$ cat src/rtl/cas_pkg.sv
// ----------------------------------------------------------------------------
// cas_pkg: shared types and constants of the clipped advantage scan
// Field widths, register indexes, reset values and the configuration bundle.
// ----------------------------------------------------------------------------
package cas_pkg;

   localparam int VALUE_W   = 32;   // signed Q16.16
   localparam int RATIO_W   = 31;   // unsigned Q15.16
   localparam int FACTOR_W  = 17;   // unsigned Q1.16, one is 65536
   localparam int ROWLEN_W  = 13;
   localparam int ROWCNT_W  = 16;
   localparam int PROD_W    = 64;
   localparam int RND_W     = 48;   // product rounded back to 16 fraction bits, signed Q31.16
   localparam int ACC_W     = 50;   // exact sum of the advantage terms

   localparam int CSR_IDX_W  = 3;
   localparam int CSR_DATA_W = 31;

   typedef enum logic [CSR_IDX_W-1:0] {
      CSR_ROW_LENGTH  = 3'd0,
      CSR_ROW_COUNT   = 3'd1,
      CSR_DISCOUNT    = 3'd2,
      CSR_TRACE_DECAY = 3'd3,
      CSR_REWARD_CLIP = 3'd4,
      CSR_TRACE_CLIP  = 3'd5
   } csr_index_type;

   localparam logic [ROWLEN_W-1:0] ROW_LENGTH_RESET  = 13'd64;
   localparam logic [ROWCNT_W-1:0] ROW_COUNT_RESET   = 16'd1;
   localparam logic [FACTOR_W-1:0] DISCOUNT_RESET    = 17'd64880;
   localparam logic [FACTOR_W-1:0] TRACE_DECAY_RESET = 17'd62259;
   localparam logic [RATIO_W-1:0]  CLIP_RESET        = 31'd65536;
   localparam logic [FACTOR_W-1:0] FACTOR_ONE        = 17'd65536;

   // Configuration as the datapath sees it: factors and row count already
   // clamped, row length raw (its clamp depends on the top-level parameter).
   typedef struct packed {
      logic [ROWLEN_W-1:0] row_length;
      logic [ROWCNT_W-1:0] row_count;
      logic [FACTOR_W-1:0] discount;
      logic [FACTOR_W-1:0] trace_decay;
      logic [RATIO_W-1:0]  reward_clip;
      logic [RATIO_W-1:0]  trace_clip;
   } cas_cfg_type;

endpackage

$ cat src/rtl/cas_if.sv
// ----------------------------------------------------------------------------
// cas_req_if / cas_rsp_if: valid/ready channels of the advantage scan
// Step items in, advantage items out; the first step of a row gives no result.
// ----------------------------------------------------------------------------
interface cas_req_if;
   logic               valid;
   logic               ready;
   logic signed [31:0] step_value;
   logic signed [31:0] step_reward;
   logic               step_done;
   logic [30:0]        importance_ratio;

   modport source (output valid, step_value, step_reward, step_done,
                   importance_ratio, input ready);
   modport sink   (input valid, step_value, step_reward, step_done,
                   importance_ratio, output ready);
endinterface

interface cas_rsp_if;
   logic               valid;
   logic               ready;
   logic signed [31:0] advantage;
   logic               row_end;
   logic               batch_end;

   modport source (output valid, advantage, row_end, batch_end, input ready);
   modport sink   (input valid, advantage, row_end, batch_end, output ready);
endinterface

$ cat src/rtl/cas_csr.sv
// ----------------------------------------------------------------------------
// cas_csr: configuration registers
// Write-only register file; clamps the factors and the row count.
// ----------------------------------------------------------------------------
module cas_csr (
   input  logic                               clock,
   input  logic                               reset,
   input  logic                               csr_write_enable,
   input  logic [cas_pkg::CSR_IDX_W-1:0]      csr_index,
   input  logic [cas_pkg::CSR_DATA_W-1:0]     csr_write_data,
   output cas_pkg::cas_cfg_type               cfg
);
   import cas_pkg::*;

   logic [ROWLEN_W-1:0] row_length_ff;
   logic [ROWCNT_W-1:0] row_count_ff;
   logic [FACTOR_W-1:0] discount_ff;
   logic [FACTOR_W-1:0] trace_decay_ff;
   logic [RATIO_W-1:0]  reward_clip_ff;
   logic [RATIO_W-1:0]  trace_clip_ff;

   always_ff @(posedge clock) begin
      if (reset) begin
         row_length_ff  <= ROW_LENGTH_RESET;
         row_count_ff   <= ROW_COUNT_RESET;
         discount_ff    <= DISCOUNT_RESET;
         trace_decay_ff <= TRACE_DECAY_RESET;
         reward_clip_ff <= CLIP_RESET;
         trace_clip_ff  <= CLIP_RESET;
      end else if (csr_write_enable) begin
         unique case (csr_index)
            CSR_ROW_LENGTH:  row_length_ff  <= csr_write_data[ROWLEN_W-1:0];
            CSR_ROW_COUNT:   row_count_ff   <= csr_write_data[ROWCNT_W-1:0];
            CSR_DISCOUNT:    discount_ff    <= csr_write_data[FACTOR_W-1:0];
            CSR_TRACE_DECAY: trace_decay_ff <= csr_write_data[FACTOR_W-1:0];
            CSR_REWARD_CLIP: reward_clip_ff <= csr_write_data[RATIO_W-1:0];
            CSR_TRACE_CLIP:  trace_clip_ff  <= csr_write_data[RATIO_W-1:0];
            default: ;  // unknown index: drop the write
         endcase
      end
   end

   always_comb begin
      cfg.row_length  = row_length_ff;
      cfg.row_count   = (row_count_ff == '0) ? ROWCNT_W'(1) : row_count_ff;
      cfg.discount    = (discount_ff > FACTOR_ONE) ? FACTOR_ONE : discount_ff;
      cfg.trace_decay = (trace_decay_ff > FACTOR_ONE) ? FACTOR_ONE : trace_decay_ff;
      cfg.reward_clip = reward_clip_ff;
      cfg.trace_clip  = trace_clip_ff;
   end

endmodule

$ cat src/rtl/cas_mul_unit.sv
// ----------------------------------------------------------------------------
// cas_mul_unit: shared multiplier with registered product
// Unsigned 31-bit times signed 32-bit; gives only the product rounded to
// signed Q31.16 (add half, floor shift by 16).
// ----------------------------------------------------------------------------
module cas_mul_unit (
   input  logic                                clock,
   input  logic                                enable,
   input  logic [cas_pkg::RATIO_W-1:0]         op_a,
   input  logic signed [cas_pkg::VALUE_W-1:0]  op_b,
   output logic signed [cas_pkg::RND_W-1:0]    rounded
);
   import cas_pkg::*;

   logic signed [PROD_W-1:0] prod_ff;
   logic signed [PROD_W-1:0] prod_in;

   assign prod_in = $signed({1'b0, op_a}) * op_b;

   always_ff @(posedge clock) begin
      if (enable) begin
         prod_ff <= prod_in;
      end
   end

   // floor((p + 2^15) / 2^16) == (p >>> 16) + p[15]
   assign rounded = $signed(prod_ff[PROD_W-1:16]) + $signed({{(RND_W-1){1'b0}}, prod_ff[15]});

endmodule

$ cat src/rtl/clipped_advantage_scan_core.sv
// ----------------------------------------------------------------------------
// clipped_advantage_scan_core: importance-clipped discounted advantage scan
// Sequencer and accumulator around one shared multiplier.
// ----------------------------------------------------------------------------
// Steps of a row arrive latest first. The first step of a row is only stored
// (no result); every later step yields one saturated Q16.16 advantage,
// delta + gamma*lambda*min(imp,c)*adv_prev, with the trace and bootstrap
// terms dropped when the later step ended an episode. All five products of a
// live step go through a single 31x32 multiplier one after another, with a
// rounding state in between where a rounded product feeds the next multiply;
// the result is loaded in FINISH after MUL_R to ACC_RA when the later step is
// alive and after MUL_R, MUL_V and MUL_GL when it is done, and the next step
// is taken only back in IDLE; the input is not ready meanwhile. The result
// sits in an output register, so a new step can be taken while it waits; the
// sequencer only holds in FINISH if the previous result is still untaken.
// Registers are to be written only while the block is idle; the block itself
// does not enforce this.
// ----------------------------------------------------------------------------
module clipped_advantage_scan_core #(
   parameter int MAX_ROW_LENGTH = 4096
) (
   input  logic                            clock,
   input  logic                            reset,
   cas_req_if.sink                         req_ch,
   cas_rsp_if.source                       rsp_ch,
   input  logic                            csr_write_enable,
   input  logic [cas_pkg::CSR_IDX_W-1:0]   csr_index,
   input  logic [cas_pkg::CSR_DATA_W-1:0]  csr_write_data
);
   import cas_pkg::*;

   localparam int POS_W = $clog2(MAX_ROW_LENGTH);
   localparam int LEN_W = $clog2(MAX_ROW_LENGTH + 1);

   typedef enum logic [3:0] {
      IDLE,     // take a step
      MUL_R,    // rho * later reward
      MUL_V,    // gamma * later value; start sum with reward term - v
      MUL_GL,   // gamma * lambda; add bootstrap term
      RND_GL,   // round gamma*lambda
      MUL_GC,   // gl * c
      RND_GC,   // round gl*c
      MUL_RA,   // gc * running advantage
      ACC_RA,   // add trace term
      FINISH    // saturate, update state, load result
   } state_type;

   cas_cfg_type cfg;

   state_type                  state_ff, state_in;
   logic signed [VALUE_W-1:0]  later_value_ff, later_value_in;
   logic signed [VALUE_W-1:0]  later_reward_ff, later_reward_in;
   logic                       later_done_ff, later_done_in;
   logic signed [VALUE_W-1:0]  cur_value_ff, cur_value_in;
   logic signed [VALUE_W-1:0]  cur_reward_ff, cur_reward_in;
   logic                       cur_done_ff, cur_done_in;
   logic [RATIO_W-1:0]         rho_ff, rho_in;
   logic [RATIO_W-1:0]         clip_c_ff, clip_c_in;
   logic [RATIO_W-1:0]         opnd_ff, opnd_in;
   logic signed [ACC_W-1:0]    acc_ff, acc_in;
   logic signed [VALUE_W-1:0]  run_adv_ff, run_adv_in;
   logic [POS_W-1:0]           pos_ff, pos_in;
   logic [ROWCNT_W-1:0]        rows_ff, rows_in;
   logic                       rsp_valid_ff, rsp_valid_in;
   logic signed [VALUE_W-1:0]  advantage_ff, advantage_in;
   logic                       row_end_ff, row_end_in;
   logic                       batch_end_ff, batch_end_in;

   logic                       mul_enable;
   logic [RATIO_W-1:0]         mul_a;
   logic signed [VALUE_W-1:0]  mul_b;
   logic signed [RND_W-1:0]    mul_rnd;
   logic signed [ACC_W-1:0]    rnd_ext;
   logic signed [VALUE_W-1:0]  sat_value;

   logic [LEN_W-1:0]           len_eff;
   logic                       at_row_end;
   logic                       row_last;
   logic [ROWCNT_W-1:0]        rows_after;
   logic                       alive;
   logic                       out_free;

   cas_csr u_csr (
      .clock            (clock),
      .reset            (reset),
      .csr_write_enable (csr_write_enable),
      .csr_index        (csr_index),
      .csr_write_data   (csr_write_data),
      .cfg              (cfg)
   );

   cas_mul_unit u_mul (
      .clock   (clock),
      .enable  (mul_enable),
      .op_a    (mul_a),
      .op_b    (mul_b),
      .rounded (mul_rnd)
   );

   // Effective row length: zero counts as one, clamp to the parameter.
   always_comb begin
      if (cfg.row_length == '0) begin
         len_eff = LEN_W'(1);
      end else if (32'(cfg.row_length) > 32'(MAX_ROW_LENGTH)) begin
         len_eff = LEN_W'(MAX_ROW_LENGTH);
      end else begin
         len_eff = LEN_W'(cfg.row_length);
      end
   end

   assign at_row_end = (LEN_W'(pos_ff) + LEN_W'(1)) >= len_eff;
   assign row_last   = ({1'b0, rows_ff} + (ROWCNT_W+1)'(1)) >= {1'b0, cfg.row_count};
   assign rows_after = row_last ? '0 : rows_ff + ROWCNT_W'(1);
   assign alive      = !later_done_ff;
   assign out_free   = !rsp_valid_ff || rsp_ch.ready;
   assign rnd_ext    = ACC_W'(mul_rnd);

   // Saturate the exact sum to 32 bits.
   always_comb begin
      if (acc_ff > ACC_W'(signed'(32'sh7FFF_FFFF))) begin
         sat_value = 32'sh7FFF_FFFF;
      end else if (acc_ff < ACC_W'(signed'(32'sh8000_0000))) begin
         sat_value = 32'sh8000_0000;
      end else begin
         sat_value = acc_ff[VALUE_W-1:0];
      end
   end

   // Multiplier operand selection.
   always_comb begin
      mul_enable = 1'b0;
      mul_a      = rho_ff;
      mul_b      = later_reward_ff;
      unique case (state_ff)
         MUL_R: begin
            mul_enable = 1'b1;
         end
         MUL_V: begin
            mul_enable = 1'b1;
            mul_a      = RATIO_W'(cfg.discount);
            mul_b      = later_value_ff;
         end
         MUL_GL: begin
            mul_enable = 1'b1;
            mul_a      = RATIO_W'(cfg.discount);
            mul_b      = $signed(VALUE_W'(cfg.trace_decay));
         end
         MUL_GC: begin
            mul_enable = 1'b1;
            mul_a      = opnd_ff;
            mul_b      = $signed(VALUE_W'(clip_c_ff));
         end
         MUL_RA: begin
            mul_enable = 1'b1;
            mul_a      = opnd_ff;
            mul_b      = run_adv_ff;
         end
         default: ;
      endcase
   end

   // Sequencer and datapath next state.
   always_comb begin
      state_in        = state_ff;
      later_value_in  = later_value_ff;
      later_reward_in = later_reward_ff;
      later_done_in   = later_done_ff;
      cur_value_in    = cur_value_ff;
      cur_reward_in   = cur_reward_ff;
      cur_done_in     = cur_done_ff;
      rho_in          = rho_ff;
      clip_c_in       = clip_c_ff;
      opnd_in         = opnd_ff;
      acc_in          = acc_ff;
      run_adv_in      = run_adv_ff;
      pos_in          = pos_ff;
      rows_in         = rows_ff;
      rsp_valid_in    = rsp_valid_ff && !rsp_ch.ready;
      advantage_in    = advantage_ff;
      row_end_in      = row_end_ff;
      batch_end_in    = batch_end_ff;

      unique case (state_ff)
         IDLE: begin
            if (req_ch.valid) begin
               if (pos_ff == '0) begin
                  // First step of a row: store it, no result.
                  later_value_in  = req_ch.step_value;
                  later_reward_in = req_ch.step_reward;
                  later_done_in   = req_ch.step_done;
                  run_adv_in      = '0;
                  if (len_eff == LEN_W'(1)) begin
                     rows_in = rows_after;
                  end else begin
                     pos_in = POS_W'(1);
                  end
               end else begin
                  cur_value_in  = req_ch.step_value;
                  cur_reward_in = req_ch.step_reward;
                  cur_done_in   = req_ch.step_done;
                  rho_in        = (req_ch.importance_ratio < cfg.reward_clip) ?
                                  req_ch.importance_ratio : cfg.reward_clip;
                  clip_c_in     = (req_ch.importance_ratio < cfg.trace_clip) ?
                                  req_ch.importance_ratio : cfg.trace_clip;
                  state_in      = MUL_R;
               end
            end
         end
         MUL_R: begin
            state_in = MUL_V;
         end
         MUL_V: begin
            acc_in   = rnd_ext - ACC_W'(cur_value_ff);
            state_in = MUL_GL;
         end
         MUL_GL: begin
            if (alive) begin
               acc_in   = acc_ff + rnd_ext;
               state_in = RND_GL;
            end else begin
               state_in = FINISH;
            end
         end
         RND_GL: begin
            opnd_in  = RATIO_W'(mul_rnd);   // gamma*lambda, at most one
            state_in = MUL_GC;
         end
         MUL_GC: begin
            state_in = RND_GC;
         end
         RND_GC: begin
            opnd_in  = RATIO_W'(mul_rnd);   // clipped trace factor, below 2^31
            state_in = MUL_RA;
         end
         MUL_RA: begin
            state_in = ACC_RA;
         end
         ACC_RA: begin
            acc_in   = acc_ff + rnd_ext;
            state_in = FINISH;
         end
         FINISH: begin
            // Hold until the output register is free.
            if (out_free) begin
               run_adv_in      = sat_value;
               later_value_in  = cur_value_ff;
               later_reward_in = cur_reward_ff;
               later_done_in   = cur_done_ff;
               rsp_valid_in    = 1'b1;
               advantage_in    = sat_value;
               row_end_in      = at_row_end;
               batch_end_in    = at_row_end && row_last;
               if (at_row_end) begin
                  pos_in  = '0;
                  rows_in = rows_after;
               end else begin
                  pos_in = pos_ff + POS_W'(1);
               end
               state_in = IDLE;
            end
         end
         default: begin
            state_in = IDLE;
         end
      endcase
   end

   always_ff @(posedge clock) begin
      if (reset) begin
         state_ff        <= IDLE;
         later_value_ff  <= '0;
         later_reward_ff <= '0;
         later_done_ff   <= 1'b0;
         run_adv_ff      <= '0;
         pos_ff          <= '0;
         rows_ff         <= '0;
         rsp_valid_ff    <= 1'b0;
      end else begin
         state_ff        <= state_in;
         later_value_ff  <= later_value_in;
         later_reward_ff <= later_reward_in;
         later_done_ff   <= later_done_in;
         run_adv_ff      <= run_adv_in;
         pos_ff          <= pos_in;
         rows_ff         <= rows_in;
         rsp_valid_ff    <= rsp_valid_in;
      end
      cur_value_ff  <= cur_value_in;
      cur_reward_ff <= cur_reward_in;
      cur_done_ff   <= cur_done_in;
      rho_ff        <= rho_in;
      clip_c_ff     <= clip_c_in;
      opnd_ff       <= opnd_in;
      acc_ff        <= acc_in;
      advantage_ff  <= advantage_in;
      row_end_ff    <= row_end_in;
      batch_end_ff  <= batch_end_in;
   end

   assign req_ch.ready     = (state_ff == IDLE);
   assign rsp_ch.valid     = rsp_valid_ff;
   assign rsp_ch.advantage = advantage_ff;
   assign rsp_ch.row_end   = row_end_ff;
   assign rsp_ch.batch_end = batch_end_ff;

endmodule

$ cat src/flat_wrapper.sv
// flat-port wrapper written by rule: the top's interface ports become plain ports
module clipped_advantage_scan_core_flat import cas_pkg::*;
#(
   parameter int MAX_ROW_LENGTH = 4096
)
  (clock, reset, csr_write_enable, csr_index, csr_write_data, req_ch_valid, req_ch_step_value, req_ch_step_reward, req_ch_step_done, req_ch_importance_ratio, req_ch_ready, rsp_ch_valid, rsp_ch_advantage, rsp_ch_row_end, rsp_ch_batch_end, rsp_ch_ready);
  cas_req_if req_ch_i ();
  cas_rsp_if rsp_ch_i ();
  input  logic clock;
  input  logic reset;
  input  logic csr_write_enable;
  input  logic [cas_pkg::CSR_IDX_W-1:0] csr_index;
  input  logic [cas_pkg::CSR_DATA_W-1:0] csr_write_data;
  input wire logic [$bits(req_ch_i.valid)-1:0] req_ch_valid;
  input wire logic [$bits(req_ch_i.step_value)-1:0] req_ch_step_value;
  input wire logic [$bits(req_ch_i.step_reward)-1:0] req_ch_step_reward;
  input wire logic [$bits(req_ch_i.step_done)-1:0] req_ch_step_done;
  input wire logic [$bits(req_ch_i.importance_ratio)-1:0] req_ch_importance_ratio;
  output wire logic [$bits(req_ch_i.ready)-1:0] req_ch_ready;
  output wire logic [$bits(rsp_ch_i.valid)-1:0] rsp_ch_valid;
  output wire logic [$bits(rsp_ch_i.advantage)-1:0] rsp_ch_advantage;
  output wire logic [$bits(rsp_ch_i.row_end)-1:0] rsp_ch_row_end;
  output wire logic [$bits(rsp_ch_i.batch_end)-1:0] rsp_ch_batch_end;
  input wire logic [$bits(rsp_ch_i.ready)-1:0] rsp_ch_ready;
  assign req_ch_i.valid = req_ch_valid;
  assign req_ch_i.step_value = req_ch_step_value;
  assign req_ch_i.step_reward = req_ch_step_reward;
  assign req_ch_i.step_done = req_ch_step_done;
  assign req_ch_i.importance_ratio = req_ch_importance_ratio;
  assign req_ch_ready = req_ch_i.ready;
  assign rsp_ch_valid = rsp_ch_i.valid;
  assign rsp_ch_advantage = rsp_ch_i.advantage;
  assign rsp_ch_row_end = rsp_ch_i.row_end;
  assign rsp_ch_batch_end = rsp_ch_i.batch_end;
  assign rsp_ch_i.ready = rsp_ch_ready;
  clipped_advantage_scan_core #(.MAX_ROW_LENGTH(MAX_ROW_LENGTH)) u_core (.clock(clock), .reset(reset), .req_ch(req_ch_i), .rsp_ch(rsp_ch_i), .csr_write_enable(csr_write_enable), .csr_index(csr_index), .csr_write_data(csr_write_data));
endmodule
$ cat config.mk
export PLATFORM = sky130hd
export DESIGN_NAME = clipped_advantage_scan_core_flat
export DESIGN_NICKNAME = d
export VERILOG_FILES = /design/src/rtl/cas_pkg.sv /design/src/rtl/cas_if.sv /design/src/rtl/cas_csr.sv /design/src/rtl/cas_mul_unit.sv /design/src/rtl/clipped_advantage_scan_core.sv /design/src/flat_wrapper.sv
export SDC_FILE = /design/constraint.sdc
export NUM_CORES = 2
export LEC_CHECK = 0
export BUFFER_PORTS_ARGS = -buffer_cell sky130_fd_sc_hd__buf_4
export CAP_MARGIN = 20
export CORE_MARGIN = 2
export CORE_UTILIZATION = 35
export CTS_CLUSTER_DIAMETER = 60
export DETAILED_ROUTE_END_ITERATION = 12
export SLEW_MARGIN = 30
export SYNTH_ARGS = -nofsm -noshare
export SYNTH_HDL_FRONTEND = slang
export SYNTH_SLANG_ARGS = --single-unit
export TNS_END_PERCENT = 50
$ cat constraint.sdc
create_clock -name clock -period 8.4 [get_ports clock]
set_input_delay 1.68 -clock clock [delete_from_list [all_inputs] [get_ports clock]]
set_output_delay 1.68 -clock clock [all_outputs]
set_load 0.01 [all_outputs]
# Word-level counts from Yosys, hierarchy flattened
# Index checks and enable logic that the tools add are counted.
[op_classes]
reduce_logical = 29
mux = 50
n_lt_le_gt_ge = 9
mul = 1
n_eq_ne = 23
bitwise_logic = 1
addsub = 7
[op_table]
columns = ["cell", "n"]
rows = [
  ["$mux 32", 11],
  ["$pmux 32 s2", 3],
  ["$pmux 50 s3", 1],
  ["$pmux 32 s4", 1],
  ["$mux 16", 7],
  ["$mul 32x32->64", 1],
  ["$lt 31x31->1", 2],
  ["$mux 31", 2],
  ["$pmux 31 s2", 1],
  ["$mux 12", 5],
  ["$add 50x48->50", 1],
  ["$gt 50x32->1 const B", 1],
  ["$lt 50x32->1 const B", 1],
  ["$mux 50", 1],
  ["$sub 48x32->49", 1],
  ["$add 48x2->48", 1],
  ["$pmux 4 s10", 1],
  ["$gt 17x17->1 const B", 2],
  ["$mux 17", 2],
  ["$pmux 16 s2", 1],
  ["$mux 13", 2],
  ["$pmux 12 s2", 1],
  ["$add 16x1->17 const B", 1],
  ["$ge 17x16->1", 1],
  ["36 further kinds", 69],
]
[totals]
in_bits = 135
elab_cells = 145
regBits = 561
output_inout_bits = 36

# Depth between registers and ports, before layout
[depth]
ltp_word = 8
mapped_depth = 39
mapped_depth_nobuf = 35

# Modules after synthesis
# From an unflattened synthesis, not the netlist that was laid out.
[unflattened]
cells_unflattened = 6892
area_unflattened_um2 = 63642.3
[by_module_without_submodules]
columns = ["module", "cells_per_inst", "area_each_um2", "seq_area_each_um2", "instances"]
rows = [
  ["cas_mul_unit", 3828, 35168.7, 1471.4, 1],
  ["clipped_advantage_scan_core", 2461, 23640.2, 9869.5, 1],
  ["cas_csr", 603, 4833.4, 2502.4, 1],
]

# Worst setup path after synthesis
# Ideal clock, no wire load.
[synth_timing]
path_kind = "register -> register"
start = "register u_core.state_ff[1]"
end = "register u_core.u_mul.prod_ff[63] (data pin)"
path_buffers = 5
period_less_slack_ps = 9038
path_stages_with_launch = 36
required_time_ps = 8140
slack_ps = -638
setup_ps = 260
arrival_ps = 8778
path_cell_list = "dfxtp_1 -> buf_4 -> clkbuf_1 -> buf_1 -> mux2i_1 -> o21ai_0 -> a221oi_1 -> clkbuf_1 -> nor2_1 -> fa_1 -> fa_1 -> fa_1 -> inv_1 -> fa_1 -> inv_1 -> fa_1 -> inv_1 -> fa_1 -> inv_1 -> fa_1 -> inv_1 -> fa_1 -> inv_1 -> ha_1 -> clkbuf_1 -> a21o_1 -> a2111oi_0 -> nor3_1 -> o31a_1 -> o311a_1 -> o211ai_2 -> a31oi_2 -> o21ai_1 -> nand2b_1 -> a21oi_1 -> xnor2_1"
[synth_via]
elab_chain_len = 4
elab_cells_between_ends = 9
cone_classes = "mul: 1; eq/ne: 4; mux: 2; reduce/logical: 2"
[synth_rtl]
columns = ["element", "line", "source"]
rows = [
  ["from (decl)", "clipped_advantage_scan_core.sv:50", "state_type state_ff, state_in;"],
  ["from (signal assigned)", "clipped_advantage_scan_core.sv:279", "state_ff <= state_in;"],
  ["$eq 4x3->1 or $eq 4x2->1 (tied branches)", "clipped_advantage_scan_core.sv:134", "unique case (state_ff)"],
  ["$reduce_or 2->1 (no line)", "-", ""],
  ["$pmux 31 s2", "clipped_advantage_scan_core.sv:134", ""],
  ["$mul 32x32->64 *", "cas_mul_unit.sv:18", "assign prod_in = $signed({1'b0, op_a}) * op_b;"],
  ["net u_core.u_mul.prod_in[63]", "cas_mul_unit.sv:16", "logic signed [PROD_W-1:0] prod_in;"],
  ["to (signal assigned)", "cas_mul_unit.sv:22", "prod_ff <= prod_in;"],
  ["to (decl)", "cas_mul_unit.sv:15", "logic signed [PROD_W-1:0] prod_ff;"],
]
# The timed path passes the listed nets; every way through them passes the cells marked *.
# A chain may end at the register's enable or synchronous reset.

# Worst setup path in the final report
[layout_timing]
start = "register u_core.state_ff[3]"
end = "register u_core.u_mul.prod_ff[49] (data pin)"
# The elaborated chain is that of the path after synthesis.

==> summary.txt <==
STA
  • Slew margin rel.: approximately 27%
  • RSZ-0062 raised after global routing: true
  • Tmin final: 8747 ps
  • F_max: 0.1143 GHz
  • Slew @ Worst Pin: 1076 ps
  • Setup ws final: -347.4 ps
  • # setup viols final: 30
  • Crit share post-route: 104.1%
  • Final Max Tran Viols: 0
  • Final hold viol count: 0
  • Final clock skew: between 50 and 60 ps

Critical path
  • Worst path max stage delay: between 500 and 600 ps
  • Depth of the most critical reg-to-reg path: 35
  • Worst r2r src: u_core.state_ff[3]$_SDFFE_PP0P_
  • RR Endpoint: u_core.u_mul.prod_ff[49]$_DFFE_PP_
  • Largest delay share family, worst path: adder cells
  • Crit path required time: 8800 ps
  • Arr. time, crit path: around 9000 ps
  • Startpoint Class: flip-flop
  • Critical path class: reg -> reg
  • Slowest cell on crit path: fa_1
  • Reg2Reg Setup Slack: -350 ps
  • Cell mode on critical path: fa_1
  • CP Capture Type: flip-flop
  • Crit-path max FO: 7
  • Buffer and inverter count on the worst path: 11

GRT
  • First-pass GRT wire length: 348.2 mm
  • Largest net degree at the start of global routing: 94
  • Total GRT Usage: about a quarter
  • Antenna violations before repair: 3
  • Vias in the first global route: 53950
  • Grt ovf: 0

Yosys
  • Top cells by area, synth: fa_1 (28%), edfxtp_1 (14%), ha_1 (9.8%)
  • Main synth FF type: edfxtp_1
  • Seq/Total Area, Yosys: 22.33%
  • Mean area per synthesized cell: 8.873 um^2
  • Mapped Cells: 6988
  • EDFF count, synth: 291
  • Synthesized area: 0.06200 mm^2
  • Ys Warns: 0
  • Synth top area share: 28.03%
  • Post-synth cell types: between 100 and 150
  • Net Count, Synth: 8475
  • Async S/R FF share, synth: 0%
  • Post-synth top area cell: fa_1
  • #FFs+latches synth: about 550

Hold path
  • HP Start: u_core.u_csr.trace_clip_ff[11]$_SDFFE_PP0P_
  • Min-Delay Endpoint: u_core.u_csr.trace_clip_ff[11]$_SDFFE_PP0P_
  • Worst min path class: reg -> reg
  • Hold Path Cell Cnt: 2

Drt
  • Remaining DRCs: 0
  • Drt pass-1 iters: 6
  • Drt first-iter violations: approximately 4200
  • Avg WL per Cell: 23.47 um
  • Antenna-violating nets left: 0
  • Vias: 52580
  • Vias per cell: ~5.2
  • Routed WL: about 240 mm

Clock network
  • Worst-case clock buffer depth: 3
  • Hold Buf Count CTS: 0
  • Skew-Pair Late Insertion Delay: 680 ps
  • CTS Buf Count: 66
  • Worst-path clk slew: 60 ps
  • Clk sinks: about 550
  • Root Driver: clkbuf_16
  • CTS tree: yes
  • H-tree depth: 3

Final layout
  • Antenna cells: 0
  • Area grow syn2layout: 23.98%
  • Share of cells above drive strength 1: 20.04%
  • Nets: 9183

Run status
  • Failing checks: negative setup slack
  • Status: finished with violations

Placement
  • Hpwl dp: 197.5 mm
  • Placer congestion estimate: 1.005
  • PortBufs: 170
  • Placement Setup Slack: -981.7 ps

Floorplan
  • Initial core utilization: a little over a third
  • I/O pins: roughly 170
  • DIE AREA: 0.1805 mm^2
  • Core area: 0.1761 mm^2
  • Rows: approximately 150
  • Chip width: ~420 um
  • Die H: 424.9 um

Run
  • Max_cap viols: 0
==> layer usage <==
layer / GRT usage, % / wire (um) / part of all wire (%)
met5: 0 / 16 / 0.0068
met4: 13.67 / 14960 / 6.3
met3: 3.119 / 12810 / 5.4
met2: 42.69 / 110400 / 47
met1: 33.60 / 98650 / 42
==> how the worst max path moves through the flow <==
stage                                               start                                 end  cells past startpoint
after floorplan           u_core.state_ff[2]$_SDFFE_PP0P_  u_core.u_mul.prod_ff[56]$_DFFE_PP_                     33
after global placement    u_core.state_ff[2]$_SDFFE_PP0P_  u_core.u_mul.prod_ff[63]$_DFFE_PP_                     36
after detailed placement  u_core.state_ff[2]$_SDFFE_PP0P_  u_core.u_mul.prod_ff[63]$_DFFE_PP_                     36
final                     u_core.state_ff[3]$_SDFFE_PP0P_  u_core.u_mul.prod_ff[49]$_DFFE_PP_                     35
after global routing      u_core.state_ff[3]$_SDFFE_PP0P_  u_core.u_mul.prod_ff[49]$_DFFE_PP_                     36
after CTS                 u_core.state_ff[2]$_SDFFE_PP0P_  u_core.u_mul.prod_ff[49]$_DFFE_PP_                     34
==> through the flow <==
stage	instance area, um^2	hold slack [ps]	std cells	utilization, %	TNS, ps
finish	76870	454.6	10090	43.65	-4069
floorplan	62380	436.3	6988	-	0
global placement	71460	442.7	9830	40.58	-25500
CTS	75800	456.7	10060	43.04	-3325
global route	76870	473.4	10090	43.65	-14630
detailed placement	71500	448.0	9832	40.60	-29100
==> cells by family (layout without fill, tap and decap cells) <==
group,Yosys count,in the layout,share of synthesized area [%]
buffers and inverters,1459,2219,8.889
xor gates and xnor gates,210,210,2.979
and+or+nand+nor,2356,2356,16.29
AOI/OAI and AO/OA,999,1000,10.59
adders and majority gates,1352,1352,37.79
DFF,546,546,22.33
muxes,66,66,1.134
==> sequential cells by signal, indices dropped and copies added (netlist names), 32 cells and up <==
signal	cells
u_core.run_adv_ff	32
u_core.rsp_ch.advantage	32
u_core.cur_value_ff	32
u_core.later_value_ff	32
u_core.cur_reward_ff	32
u_core.later_reward_ff	32
u_core.u_mul.prod_ff	49
u_core.acc_ff	50
==> timing repair <==
| action | 4_1_cts | 5_1_grt |
|---|---|---|
| pin swaps | 120 | 126 |
| gates resized for setup | 317 | 187 |
| cloned | 4 | 3 |
| setup buffers | 103 | 28 |
| hold endpoints to repair | 0 | 0 |
| setup endpoints to repair | 45 | 45 |
==> area by class of cell <==
cell class / instances / area [um^2]
clock buffer: 84 / 1759
clock inverter: 37 / 349.1
fill: 17370 / 99250
inverter: 1086 / 4084
multi-input combinational: 4984 / 44470
sequential: 546 / 13860
tap: 2340 / 2928
timing repair buffer: 1012 / 9422
==> worst reg2reg max path, delay by kind of cell, from the launching register on <==
family	cells	cell delay (ps)
AOI/OAI and AO/OA	9	1530
xor gates and xnor gates	1	130
adders and majority gates	9	4290
buffers and inverters	11	1320
DFF	1	370
and+or+nand+nor	5	850
==> cells in the final DEF (no fill, tap or decap), types with 61 or more instances in the layout <==
cell and count:
nand2_1 1123, inv_1 1051, fa_1 831, buf_4 820
nor2_1 687, ha_1 457, edfxtp_1 291, a21oi_1 280
dfxtp_1 251, o21ai_0 158, xnor2_1 124, a21o_1 110
buf_12 106, xor2_1 83, clkbuf_16 69, a311oi_1 65
buf_6 64, nand4_1 61
==> synthesized netlist by cell type (all sizes together), types with 61 or more instances <==
cell	number
edfxtp	291
clkbuf	349
xnor2	125
a311oi	67
a21o	112
nand4	62
a22oi	64
xor2	85
fa	868
nand3	61
a21oi	318
inv	1085
nand2	1159
nor2	733
o21ai	207
dfxtp	255
ha	484
Power is left out: the tool's default activity adds up to more than one toggle a clock period on the data nets, which glitch-free logic cannot reach.
